## src/sv/efpf_pkg.sv

```systemverilog
// shared types, constants and register codes of the encoder frame position filter
package efpf_pkg;

  // framing
  localparam int         MAX_FRAME_BYTES_DEF = 16;
  localparam logic [7:0] START_BYTE          = 8'h47;
  localparam logic [7:0] LINE_FEED           = 8'h0A;
  localparam logic [3:0] STORE_LIMIT         = 4'd15;
  localparam logic [3:0] POS_FIRST           = 4'd2;
  localparam logic [3:0] POS_LAST            = 4'd5;
  localparam logic [3:0] MIN_STORED          = 4'd6;

  // angle range
  localparam logic [18:0] ANGLE_MAX = 19'd360000;

  // configuration port
  localparam int         CFG_DATA_W = 24;
  localparam int         CFG_INDEX_W = 3;
  localparam logic [2:0] REG_AXIS_MODE  = 3'd0;
  localparam logic [2:0] REG_HOME_TICKS = 3'd1;
  localparam logic [2:0] REG_SCALE_Q16  = 3'd2;
  localparam logic [2:0] REG_OFFSET     = 3'd3;
  localparam logic [2:0] REG_WRAP_SPAN  = 3'd4;
  localparam logic [2:0] REG_JUMP_LIMIT = 3'd5;
  localparam logic [2:0] REG_NOISE_TOL  = 3'd6;

  // register reset values
  localparam logic        AXIS_MODE_RST  = 1'b0;
  localparam logic [23:0] HOME_TICKS_RST = 24'd216727;
  localparam logic [23:0] SCALE_Q16_RST  = 24'd323635;
  localparam logic [20:0] OFFSET_RST     = 21'd2697;
  localparam logic [18:0] WRAP_SPAN_RST  = 19'd360000;
  localparam logic [23:0] JUMP_LIMIT_RST = 24'd2000;
  localparam logic [15:0] NOISE_TOL_RST  = 16'd0;

  typedef enum logic [2:0] {
    ST_UPDATED  = 3'd0,
    ST_DEADBAND = 3'd1,
    ST_JUMP     = 3'd2,
    ST_NO_START = 3'd3,
    ST_SHORT    = 3'd4
  } status_t;

  typedef enum logic [1:0] {
    FR_NO_START = 2'd0,
    FR_SHORT    = 2'd1,
    FR_GOOD     = 2'd2
  } frame_kind_t;

  typedef struct packed {
    logic [7:0] rx_byte;
    logic       new_response;
  } byte_item_t;

  typedef struct packed {
    status_t     status;
    logic [31:0] raw_position;
    logic [31:0] shown_position;
    logic [18:0] angle_mdeg;
  } result_item_t;

  typedef struct packed {
    logic        valid;
    frame_kind_t kind;
    logic [31:0] position;
  } frame_event_t;

  typedef struct packed {
    status_t     status;
    logic [31:0] raw_position;
    logic [31:0] shown_position;
  } filter_out_t;

  typedef struct packed {
    logic        axis_mode;
    logic [23:0] home_ticks;
    logic [23:0] scale_q16;
    logic [20:0] offset_mdeg;
    logic [18:0] wrap_span_mdeg;
    logic [23:0] jump_limit;
    logic [15:0] noise_tolerance;
  } cfg_t;

endpackage

```

## src/sv/efpf_frame.sv

```systemverilog
// frame tracker: start byte hunt, byte storage and position assembly
module efpf_frame #(
  parameter int MAX_FRAME_BYTES = efpf_pkg::MAX_FRAME_BYTES_DEF
) (
  input  logic                   clk,
  input  logic                   rst,
  input  logic                   byte_valid,
  output logic                   byte_stall,
  input  efpf_pkg::byte_item_t   byte_data,
  input  logic                   event_ready,
  output efpf_pkg::frame_event_t frame_event
);

  localparam int             CW         = $clog2(MAX_FRAME_BYTES + 1);
  localparam logic [CW-1:0]  COUNT_FULL = CW'(MAX_FRAME_BYTES);

  logic [CW-1:0] byte_count, byte_count_next;
  logic [3:0]    stored_count, stored_count_next;
  logic [31:0]   position_bytes, position_bytes_next;
  logic          frame_open, frame_open_next;
  efpf_pkg::frame_event_t frame_event_next;

  logic          accept;
  logic          open_now;
  logic          done;
  logic [CW-1:0] count_base;
  logic [3:0]    stored_base;
  logic [31:0]   pos_base;

  assign byte_stall = frame_event.valid && !event_ready;
  assign accept     = byte_valid && !byte_stall;

  always_comb begin
    count_base          = byte_data.new_response ? '0 : byte_count;
    stored_base         = byte_data.new_response ? 4'd0 : stored_count;
    pos_base            = byte_data.new_response ? 32'd0 : position_bytes;
    open_now            = byte_data.new_response || frame_open;
    byte_count_next     = byte_count;
    stored_count_next   = stored_count;
    position_bytes_next = position_bytes;
    frame_open_next     = frame_open;
    done                = 1'b0;
    if (open_now) begin
      byte_count_next     = count_base + 1'b1;
      stored_count_next   = stored_base;
      position_bytes_next = pos_base;
      if (byte_data.rx_byte == efpf_pkg::LINE_FEED) begin
        done = 1'b1;
      end else if (stored_base != 4'd0 || byte_data.rx_byte == efpf_pkg::START_BYTE) begin
        if (stored_base >= efpf_pkg::POS_FIRST && stored_base <= efpf_pkg::POS_LAST) begin
          position_bytes_next = {pos_base[23:0], byte_data.rx_byte};
        end
        if (stored_base < efpf_pkg::STORE_LIMIT) begin
          stored_count_next = stored_base + 4'd1;
        end
      end
      if (byte_count_next >= COUNT_FULL) begin
        done = 1'b1;
      end
      frame_open_next = !done;
    end
  end

  always_comb begin
    frame_event_next.valid    = done;
    frame_event_next.position = position_bytes_next;
    if (stored_count_next == 4'd0) begin
      frame_event_next.kind = efpf_pkg::FR_NO_START;
    end else if (stored_count_next < efpf_pkg::MIN_STORED) begin
      frame_event_next.kind = efpf_pkg::FR_SHORT;
    end else begin
      frame_event_next.kind = efpf_pkg::FR_GOOD;
    end
  end

  always_ff @(posedge clk) begin
    if (rst) begin
      frame_open        <= 1'b0;
      byte_count        <= COUNT_FULL;
      stored_count      <= 4'd0;
      position_bytes    <= 32'd0;
      frame_event.valid <= 1'b0;
    end else begin
      if (accept) begin
        frame_open     <= frame_open_next;
        byte_count     <= byte_count_next;
        stored_count   <= stored_count_next;
        position_bytes <= position_bytes_next;
        frame_event    <= frame_event_next;
      end else if (event_ready) begin
        frame_event.valid <= 1'b0;
      end
    end
  end

  // an open frame always has room for one more byte
  assert property (@(posedge clk) disable iff (rst)
    frame_open |-> (byte_count < COUNT_FULL))
    else $error("frame open with full byte count");

  // bytes outside a frame are dropped without a frame end
  assert property (@(posedge clk) disable iff (rst)
    accept && !frame_open && !byte_data.new_response |=> !frame_event.valid)
    else $error("frame end raised outside a frame");

  // a decodable frame holds all position bytes
  assert property (@(posedge clk) disable iff (rst)
    frame_event.valid && frame_event.kind == efpf_pkg::FR_GOOD
      |-> stored_count >= efpf_pkg::MIN_STORED)
    else $error("good frame with too few stored bytes");

endmodule

```

## src/sv/efpf_filter.sv

```systemverilog
// jump filter and deadband on decoded positions
module efpf_filter (
  input  logic                   clk,
  input  logic                   rst,
  input  efpf_pkg::cfg_t         cfg,
  input  efpf_pkg::frame_event_t frame_event,
  output logic                   event_ready,
  output logic                   out_valid,
  input  logic                   out_ready,
  output efpf_pkg::filter_out_t  filter_out
);

  logic [31:0] last_accepted, last_accepted_next;
  logic [31:0] shown_value, shown_value_next;
  efpf_pkg::filter_out_t filter_out_next;

  logic        load;
  logic [31:0] raw;
  logic [31:0] diff_last_raw;
  logic [31:0] diff_shown_raw;
  logic [31:0] diff_shown_last;
  logic [31:0] diff_cand;
  logic [31:0] cand;
  logic        rejected;
  logic        moved;

  assign event_ready = !out_valid || out_ready;
  assign load        = frame_event.valid && event_ready;
  assign raw         = frame_event.position;

  // the three distances are formed side by side, then selected
  always_comb begin
    diff_last_raw   = (last_accepted > raw) ? last_accepted - raw : raw - last_accepted;
    diff_shown_raw  = (shown_value > raw) ? shown_value - raw : raw - shown_value;
    diff_shown_last = (shown_value > last_accepted) ? shown_value - last_accepted
                                                    : last_accepted - shown_value;
    rejected  = (last_accepted != 32'd0) && (diff_last_raw > {8'd0, cfg.jump_limit});
    cand      = rejected ? last_accepted : raw;
    diff_cand = rejected ? diff_shown_last : diff_shown_raw;
    moved     = diff_cand > {16'd0, cfg.noise_tolerance};
  end

  always_comb begin
    last_accepted_next = last_accepted;
    shown_value_next   = shown_value;
    filter_out_next.raw_position = 32'd0;
    unique case (frame_event.kind)
      efpf_pkg::FR_GOOD: begin
        last_accepted_next           = cand;
        shown_value_next             = moved ? cand : shown_value;
        filter_out_next.raw_position = raw;
        if (rejected) begin
          filter_out_next.status = efpf_pkg::ST_JUMP;
        end else if (moved) begin
          filter_out_next.status = efpf_pkg::ST_UPDATED;
        end else begin
          filter_out_next.status = efpf_pkg::ST_DEADBAND;
        end
      end
      efpf_pkg::FR_SHORT: begin
        filter_out_next.status = efpf_pkg::ST_SHORT;
      end
      default: begin
        filter_out_next.status = efpf_pkg::ST_NO_START;
      end
    endcase
    filter_out_next.shown_position = shown_value_next;
  end

  always_ff @(posedge clk) begin
    if (rst) begin
      last_accepted <= 32'd0;
      shown_value   <= 32'd0;
      out_valid     <= 1'b0;
    end else begin
      if (load) begin
        last_accepted <= last_accepted_next;
        shown_value   <= shown_value_next;
        filter_out    <= filter_out_next;
        out_valid     <= 1'b1;
      end else if (out_ready) begin
        out_valid <= 1'b0;
      end
    end
  end

  // frames without a position leave the filter history alone
  assert property (@(posedge clk) disable iff (rst)
    load && frame_event.kind != efpf_pkg::FR_GOOD
      |=> $stable(shown_value) && $stable(last_accepted))
    else $error("filter history changed by an undecoded frame");

  // undecoded frames report a zero raw position
  assert property (@(posedge clk) disable iff (rst)
    out_valid && (filter_out.status == efpf_pkg::ST_NO_START ||
                  filter_out.status == efpf_pkg::ST_SHORT)
      |-> filter_out.raw_position == 32'd0)
    else $error("raw position set on an undecoded frame");

endmodule

```

## src/sv/efpf_angle.sv

```systemverilog
// four-stage fixed-point angle conversion with single wrap and clamp
module efpf_angle (
  input  logic                   clk,
  input  logic                   rst,
  input  efpf_pkg::cfg_t         cfg,
  input  logic                   in_valid,
  output logic                   in_ready,
  input  efpf_pkg::filter_out_t  in_data,
  output logic                   out_valid,
  input  logic                   out_ready,
  output efpf_pkg::result_item_t out_data
);

  localparam int AW = 43;

  logic valid_a, valid_b, valid_c;
  logic rdy_a, rdy_b, rdy_c, rdy_d;

  efpf_pkg::filter_out_t data_a, data_b, data_c;
  logic [31:0]          mag_a;
  logic                 neg_a, neg_b;
  logic [55:0]          prod_b;
  logic signed [AW-1:0] ang_c;

  logic [33:0]          diff_next;
  logic [33:0]          diff_neg;
  logic [31:0]          mag_next;
  logic [55:0]          prod_next;
  logic [56:0]          rounded;
  logic signed [AW-1:0] m_s;
  logic signed [AW-1:0] off_s;
  logic signed [AW-1:0] ang_next;
  logic signed [AW-1:0] span_s;
  logic signed [AW-1:0] wrapped;
  logic [18:0]          angle_next;

  assign rdy_d    = !out_valid || out_ready;
  assign rdy_c    = !valid_c || rdy_d;
  assign rdy_b    = !valid_b || rdy_c;
  assign rdy_a    = !valid_a || rdy_b;
  assign in_ready = rdy_a;

  // stage a: signed distance from home and its magnitude
  always_comb begin
    diff_next = {10'd0, cfg.home_ticks} - {2'd0, in_data.shown_position};
    diff_neg  = -diff_next;
    mag_next  = diff_next[33] ? diff_neg[31:0] : diff_next[31:0];
  end

  // stage b: scale multiply
  assign prod_next = mag_a * cfg.scale_q16;

  // stage c: round off q16, apply sign and offset
  always_comb begin
    rounded  = {1'b0, prod_b} + 57'd32768;
    m_s      = $signed({2'b00, rounded[56:16]});
    off_s    = $signed({{(AW - 21){cfg.offset_mdeg[20]}}, cfg.offset_mdeg});
    ang_next = (cfg.axis_mode || neg_b) ? off_s - m_s : off_s + m_s;
  end

  // stage d: one wrap then clamp into range
  always_comb begin
    span_s = $signed({{(AW - 19){1'b0}}, cfg.wrap_span_mdeg});
    priority if (ang_c > span_s) begin
      wrapped = ang_c - span_s;
    end else if (ang_c < $signed({AW{1'b0}})) begin
      wrapped = ang_c + span_s;
    end else begin
      wrapped = ang_c;
    end
    priority if (wrapped < $signed({AW{1'b0}})) begin
      angle_next = 19'd0;
    end else if (wrapped > $signed({{(AW - 19){1'b0}}, efpf_pkg::ANGLE_MAX})) begin
      angle_next = efpf_pkg::ANGLE_MAX;
    end else begin
      angle_next = wrapped[18:0];
    end
  end

  always_ff @(posedge clk) begin
    if (rst) begin
      valid_a   <= 1'b0;
      valid_b   <= 1'b0;
      valid_c   <= 1'b0;
      out_valid <= 1'b0;
    end else begin
      if (rdy_a) begin
        valid_a <= in_valid;
        data_a  <= in_data;
        mag_a   <= mag_next;
        neg_a   <= diff_next[33];
      end
      if (rdy_b) begin
        valid_b <= valid_a;
        data_b  <= data_a;
        prod_b  <= prod_next;
        neg_b   <= neg_a;
      end
      if (rdy_c) begin
        valid_c <= valid_b;
        data_c  <= data_b;
        ang_c   <= ang_next;
      end
      if (rdy_d) begin
        out_valid               <= valid_c;
        out_data.status         <= data_c.status;
        out_data.raw_position   <= data_c.raw_position;
        out_data.shown_position <= data_c.shown_position;
        out_data.angle_mdeg     <= angle_next;
      end
    end
  end

  // delivered angle never leaves the clamp range
  assert property (@(posedge clk) disable iff (rst)
    out_valid |-> out_data.angle_mdeg <= efpf_pkg::ANGLE_MAX)
    else $error("angle outside clamp range");

endmodule

```

## src/sv/encoder_frame_position_filter_unit.sv

```systemverilog
// top level of the encoder frame position filter: registers, framing, filter, angle
//
// Takes the byte stream of an absolute encoder response, one byte per transfer,
// and yields one result per finished frame. A byte with new_response set opens a
// frame (and silently drops a frame still open); bytes are stored from the start
// byte 0x47 on, and the frame closes at a line feed or after MAX_FRAME_BYTES
// bytes. Bytes 2 to 5 of the stored frame form a big-endian position which
// passes a jump filter against the last accepted value, a deadband against the
// shown value, and a Q16 scale to millidegrees with one wrap and a clamp to
// 0..360000. Frames with no start byte or with fewer than six stored bytes are
// reported by status and leave the filter untouched. A byte is taken in every
// cycle unless byte_stall is raised; result_valid rises once the closing byte
// has passed the frame register, the filter register and the four angle stages
// (distance, multiply, round and offset, wrap and clamp). Results may follow one
// another every cycle while result_stall is low, and the pipeline keeps taking
// bytes while a result waits on a stalled output until all stages are full.
// Configuration is written through cfg_write/cfg_index/cfg_data and takes effect
// at once; indexes beyond the register list are ignored.
module encoder_frame_position_filter_unit #(
  parameter int MAX_FRAME_BYTES = efpf_pkg::MAX_FRAME_BYTES_DEF
) (
  input  logic                                clk,
  input  logic                                rst,
  input  logic                                byte_valid,
  output logic                                byte_stall,
  input  efpf_pkg::byte_item_t                byte_data,
  output logic                                result_valid,
  input  logic                                result_stall,
  output efpf_pkg::result_item_t              result_data,
  input  logic                                cfg_write,
  input  logic [efpf_pkg::CFG_INDEX_W-1:0]    cfg_index,
  input  logic [efpf_pkg::CFG_DATA_W-1:0]     cfg_data
);

  efpf_pkg::cfg_t         cfg;
  efpf_pkg::frame_event_t frame_event;
  efpf_pkg::filter_out_t  filter_out;
  logic                   event_ready;
  logic                   filter_valid;
  logic                   angle_ready;

  // configuration registers, plain write port
  always_ff @(posedge clk) begin
    if (rst) begin
      cfg.axis_mode       <= efpf_pkg::AXIS_MODE_RST;
      cfg.home_ticks      <= efpf_pkg::HOME_TICKS_RST;
      cfg.scale_q16       <= efpf_pkg::SCALE_Q16_RST;
      cfg.offset_mdeg     <= efpf_pkg::OFFSET_RST;
      cfg.wrap_span_mdeg  <= efpf_pkg::WRAP_SPAN_RST;
      cfg.jump_limit      <= efpf_pkg::JUMP_LIMIT_RST;
      cfg.noise_tolerance <= efpf_pkg::NOISE_TOL_RST;
    end else if (cfg_write) begin
      unique case (cfg_index)
        efpf_pkg::REG_AXIS_MODE:  cfg.axis_mode       <= cfg_data[0];
        efpf_pkg::REG_HOME_TICKS: cfg.home_ticks      <= cfg_data[23:0];
        efpf_pkg::REG_SCALE_Q16:  cfg.scale_q16       <= cfg_data[23:0];
        efpf_pkg::REG_OFFSET:     cfg.offset_mdeg     <= cfg_data[20:0];
        efpf_pkg::REG_WRAP_SPAN:  cfg.wrap_span_mdeg  <= cfg_data[18:0];
        efpf_pkg::REG_JUMP_LIMIT: cfg.jump_limit      <= cfg_data[23:0];
        efpf_pkg::REG_NOISE_TOL:  cfg.noise_tolerance <= cfg_data[15:0];
        default: begin
          // unused index, write dropped
        end
      endcase
    end
  end

  // framing: one byte per cycle unless byte_stall is raised, raises a frame end event
  efpf_frame #(
    .MAX_FRAME_BYTES (MAX_FRAME_BYTES)
  ) u_frame (
    .clk         (clk),
    .rst         (rst),
    .byte_valid  (byte_valid),
    .byte_stall  (byte_stall),
    .byte_data   (byte_data),
    .event_ready (event_ready),
    .frame_event (frame_event)
  );

  // jump filter and deadband, holds last accepted and shown values
  efpf_filter u_filter (
    .clk         (clk),
    .rst         (rst),
    .cfg         (cfg),
    .frame_event (frame_event),
    .event_ready (event_ready),
    .out_valid   (filter_valid),
    .out_ready   (angle_ready),
    .filter_out  (filter_out)
  );

  // angle of the shown value, output register at its end
  efpf_angle u_angle (
    .clk       (clk),
    .rst       (rst),
    .cfg       (cfg),
    .in_valid  (filter_valid),
    .in_ready  (angle_ready),
    .in_data   (filter_out),
    .out_valid (result_valid),
    .out_ready (!result_stall),
    .out_data  (result_data)
  );

endmodule
```

## config.mk

```make
export PLATFORM = sky130hd
export DESIGN_NAME = encoder_frame_position_filter_unit
export DESIGN_NICKNAME = d
export VERILOG_FILES = /design/src/sv/efpf_pkg.sv /design/src/sv/efpf_frame.sv /design/src/sv/efpf_filter.sv /design/src/sv/efpf_angle.sv /design/src/sv/encoder_frame_position_filter_unit.sv
export SDC_FILE = /design/constraint.sdc
export NUM_CORES = 2
export LEC_CHECK = 0
export ABC_AREA = 0
export BUFFER_PORTS_ARGS = -buffer_cell sky130_fd_sc_hd__buf_2
export CORE_MARGIN = 2
export CORE_UTILIZATION = 26
export DETAILED_ROUTE_END_ITERATION = 6
export SLEW_MARGIN = 20
export SYNTH_ARGS = -nofsm -noshare
export SYNTH_HDL_FRONTEND = slang
export SYNTH_SLANG_ARGS = --single-unit
export TNS_END_PERCENT = 50
```

## constraint.sdc

```tcl
create_clock -name clk -period 10.3 [get_ports clk]
set_clock_uncertainty 0.2 [all_clocks]
set_input_delay 3.09 -clock clk [delete_from_list [all_inputs] [get_ports clk]]
set_output_delay 3.09 -clock clk [all_outputs]
set_load 0.01 [all_outputs]
```

-- Word-level counts from Yosys, hierarchy flattened
Cells that the tools add are included.
- add/sub/neg operators: 15
- multipliers: 1
- order comparisons: 14
- equal/unequal tests: 10
- muxes and demuxes: 35
- bitwise gates (word level): 1
- reductions and logical operators: 44
- operators with widths (kind ; count):
    two-way mux 32 bit ; 13
    subtractor 32 bit ; 6
    two-way mux 43 bit ; 3
    > comparator 32 bit ; 3
    less-than comparator 43 x 1 -> 1 bit (second input constant) ; 2
    adder 56 x 16 -> 57 bit (second input constant) ; 1
    multiplier 32 x 24 -> 56 bit ; 1
    adder 21 x 42 -> 43 bit ; 1
    adder 43 x 20 -> 43 bit ; 1
    > comparator 43 x 20 -> 1 bit ; 1
    > comparator 43 x 20 -> 1 bit (second input constant) ; 1
    subtractor 21 x 42 -> 43 bit ; 1
    subtractor 43 x 20 -> 43 bit ; 1
    subtractor 24 x 32 -> 33 bit ; 1
    > comparator 32 x 16 -> 1 bit ; 1
    > comparator 32 x 24 -> 1 bit ; 1
    negator 32 bit ; 1
    nonzero test 32 bit ; 1
    AND reduction 2 bit ; 15
    two-way mux 4 bit ; 5
    two-way mux 19 bit ; 1
    equality test 3 bit (second input constant) ; 3
    zero test 1 bit ; 9
    two-way mux 1 bit ; 9
    other kinds (24) ; 38
- bits in registers: 762
- bits of input ports: 41
- output and inout port bits: 88

-- Logic depth before layout (Yosys ltp)
- depth after elaboration: 11
- mapped depth: 48
- depth with buffers taken out: 42

-- Cells and area by module
A second synthesis with hierarchy kept.
- cells, all modules: 7745
- area, all modules: 72812.3 µm²
- modules (own cells, without submodules) (module ; times used ; cells an instance ; area an instance (µm²)):
    efpf_angle ; 1 ; 4702 ; 46578.4
    efpf_filter ; 1 ; 2240 ; 17692.0
    encoder_frame_position_filter_unit ; 1 ; 478 ; 5133.7
    efpf_frame ; 1 ; 325 ; 3408.3

-- Worst setup path before layout
OpenSTA, ideal clock, no wires.
- kind: input-to-reg
- from: input rst
- to: register u_angle.data_b[0] (netlist bit), enable pin
- setup time: 0.613 ns
- arrival: 9.122 ns
- slack: 0.366 ns
- cell stages on the path: 5
- cells stage by stage: clkbuf_1 clkbuf_1 clkbuf_1 clkbuf_1 a21oi_1
- cells in the longest elaborated chain, start to end: 2
- RTL lines (item ; line ; RTL):
    start, declared ; encoder_frame_position_filter_unit.sv:23 ; input logic rst,
    NOT 1 bit (no source line) ; n/a ;
    AND reduction 2 bit (no source line) ; n/a ;
    end signal, assigned ; efpf_angle.sv:95 ; data_b <= data_a;
    end, declared ; efpf_angle.sv:19 ; efpf_pkg::filter_out_t data_a, data_b, data_c;
Every way passes these cells.
A chain may end at the register's enable or synchronous reset.

==> run summary <==
Avg Inst Size Synth: 9.27 um^2
Rows: 191
Pin count of the biggest net entering global routing: 98
Post-synth EDFFs: 506
Actual slew at the worst max-slew pin: 1.17 ns
Max VDD drop: 0.553 mV
RSZ-0062 raised after global routing: false
Initial antenna violation count: 23
Final setup vio count: 0
Detailed placer's ending HPWL: 203000 um
Slowest stage cell, crit path: or4_4
Port Buffer Count: 128
Synth Net Count: 8823
Final Hold Fails: 0
Static leakage: 34.4 nW
Worst min-delay path class: reg -> reg
Yosys reg bits: 747
Antenna Nets Post-Route: 0
TritonCTS Buffers: 81
Fmax: 0.102 GHz
Die Width: 524 um
Area Growth Syn to Fin: 13.2%
Final Slew Violations: 0
Via count: 57.1k
Die span in y: 524 um
CP max stage delay: 0.59 ns
Core region area: 0.270 mm^2
Final cycle utilization of the critical path: 95.5%
DR WL/cell: 22.3 um
Worst EP required: 10.53 ns
Mapped Cells: 7595
Vias in the first global route: 58.7k
Initial Utilization: 26.1%
Overflow after GRT: 0
Worst Path Arrival: 10.06 ns
CTS tree: done
Full die area: 0.275 mm^2
Htree depth: 3
Share of cells above drive strength 1: 9.73%
# hold bufs at CTS: 0
Final hold slack: 0.211 ns
Final min period: 9.83 ns
Slew headroom: 21.8%
Setup TNS: 0 ns
Mapped cell area: 0.0704 mm^2
Clock Root Buffer: clkbuf_16
CTS clk-pin slew, worst paths: 0.07 ns
Ys flop type: edfxtp_1
Startpoint types: flop
Buf/Inv on CP: 8
Total wire length: 255000 um
Routability cong.: 0.970
DR pass1 iterations: 5
Crit path kind: reg -> reg
Clock Sinks: 747
Clk Latency, worst-skew pair: 0.71 ns
Status: finished clean
First-pass GRT wire length: 379000 um
DRC Markers: 0
Sequential fraction of the synthesis area: 28.4%
Synth warn: 0
Final net count: 9013
Crit path capture type: flop
Synth async-reset ratio: 0%
Via density: 4.99
Crit-path max FO: 8
Pwr Density: 228 mW/mm^2
CP delay by family, top: compound AO/OA/AOI/OAI gates
IO Pins: 129
Worst-case clock buffer depth: 3
Max Cap Viol: 0
Synth unique cells: 103
Starting DRC count in detailed routing: 4642
Global Route Usage Sum: 18.3%
==> layer usage <==
| layer | global-route usage [%] | routed length [um] | vias up |
|---|---|---|---|
| met3 | 2.74 | 14600 | 449 |
| met5 | 0 | 57 | - |
| met4 | 7.43 | 11100 | 8 |
| li1 | - | - | 25800 |
| met2 | 30.3 | 120000 | 1968 |
| met1 | 23.8 | 109000 | 28800 |
==> state kept, by name, summed over array words and instances (netlist names), 4 cells and up <==
signal	count
cfg	129
u_angle.ang_c	43
u_angle.data_a	67
u_angle.data_b	67
u_angle.data_c	67
u_angle.mag_a	32
u_angle.out_data	86
u_angle.prod_b	41
u_filter.filter_out	67
u_filter.last_accepted	32
u_filter.shown_value	32
u_frame.byte_count	5
u_frame.frame_event	35
u_frame.position_bytes	32
u_frame.stored_count	4
==> layout by cell type, fill, tap and decap left out, types with 48 or more instances in the layout <==
cell,n
xnor2_1,221
nor2b_1,90
a21oi_1,495
mux2i_1,108
nor2_1,388
o21ai_0,239
a21o_1,106
buf_4,323
o21a_1,48
edfxtp_1,506
o21bai_1,51
fa_1,667
xor2_1,106
clkbuf_16,85
and3_1,48
a31oi_1,57
nand4_1,72
and2_1,327
inv_1,946
ha_1,514
nor3_1,93
dfxtp_1,234
nand3_1,103
nand2_1,1070
buf_2,127
==> worst register-to-register path: cells and delay by family, from the launching register on <==
kind	cells	cell delay, ns
fa+ha+maj	4	1.20
xor+xnor	1	0.22
compound gates	19	3.83
flops	1	0.36
buf+inv	8	1.36
mux	2	0.58
simple gates	10	1.80
==> cell usage after synthesis, types with 44 or more instances <==
cell type  instances  area, um^2
a211oi_1          45         338
a21o_1           106         796
a21oi_1          500        2500
a31oi_1           58         363
and2_1           327        2050
and3_1            49         307
clkbuf_1         301        1130
dfxtp_1          241        4820
edfxtp_1         506       15200
fa_1             667       13400
ha_1             520        6510
inv_1            947        3550
mux2_2            45         507
mux2i_1          108        1080
nand2_1         1070        4020
nand2b_1          44         275
nand3_1          105         526
nand4_1           72         450
nor2_1           396        1490
nor2b_1           91         569
nor3_1            95         475
o21a_1            48         360
o21ai_0          240        1200
o21bai_1          51         383
xnor2_1          221        1940
xor2_1           106         928
==> repair_timing <==
item	in CTS	in global routing
buffers inserted	0	6
gates cloned	0	3
setup endpoints to repair	19	64
pin swaps	0	13
gates resized for setup	1	24
==> cells by family (layout without fill, tap and decap cells) <==
kind of cell    after synthesis  count (layout)  share of synthesized area, %
fa+ha+maj                  1187            1187                          28.2
buf+inv                    1310            1566                          7.18
simple gates               2455            2455                          16.6
compound gates             1378            1378                          12.4
mux                         191             191                          3.02
xor+xnor                    327             327                          4.07
flops                       747             747                          28.4
other cells                   0               5                             0
==> worst paths after layout <==
check | slack (ns) | cells after the start | end | from
min reg2reg | 0.21 | 0 | u_angle.out_data[51] | u_angle.data_c[32]
max reg2reg | 0.47 | 44 | u_filter.filter_out[13] | u_frame.frame_event[0]
max | 0.47 | 44 | u_filter.filter_out[13] | u_frame.frame_event[0]
min | 0.21 | 0 | u_angle.out_data[51] | u_angle.data_c[32]
==> power by group <==
group / total, mW / switching (mW) / internal [mW]
clock network: 2.95 / 1.33 / 1.62
registers: 4.27 / 0.339 / 3.93
logic: 10.9 / 6.61 / 4.31
total: 18.1 / 8.28 / 9.86
==> final cells by class <==
class | count | area [um^2]
Clock inverter | 52 | 483
Multi-Input combinational cell | 5538 | 45600
Clock buffer | 97 | 2150
Sequential cell | 747 | 20000
Antenna cell | 5 | 12.5
Tap cell | 3570 | 4470
Timing Repair Buffer | 467 | 3390
Inverter | 950 | 3570
Fill cell | 28300 | 190000
==> per-stage QoR <==
step / std cells / cell area [um^2] / util [%] / setup WS (ns) / total power, mW
floorplan: 7595 / 70400 / - / 0.366 / 11.6
global placement: 11300 / 76700 / 28.4 / 0.155 / 15.1
finish: 11400 / 79700 / 29.5 / 0.466 / 18.1
CTS: 11400 / 79300 / 29.4 / 0.0661 / 18.2
detailed placement: 11300 / 76700 / 28.4 / 0.0338 / 15.1
global route: 11400 / 79600 / 29.5 / 0.00813 / 19.5
Power figures use the tool's default switching activity.
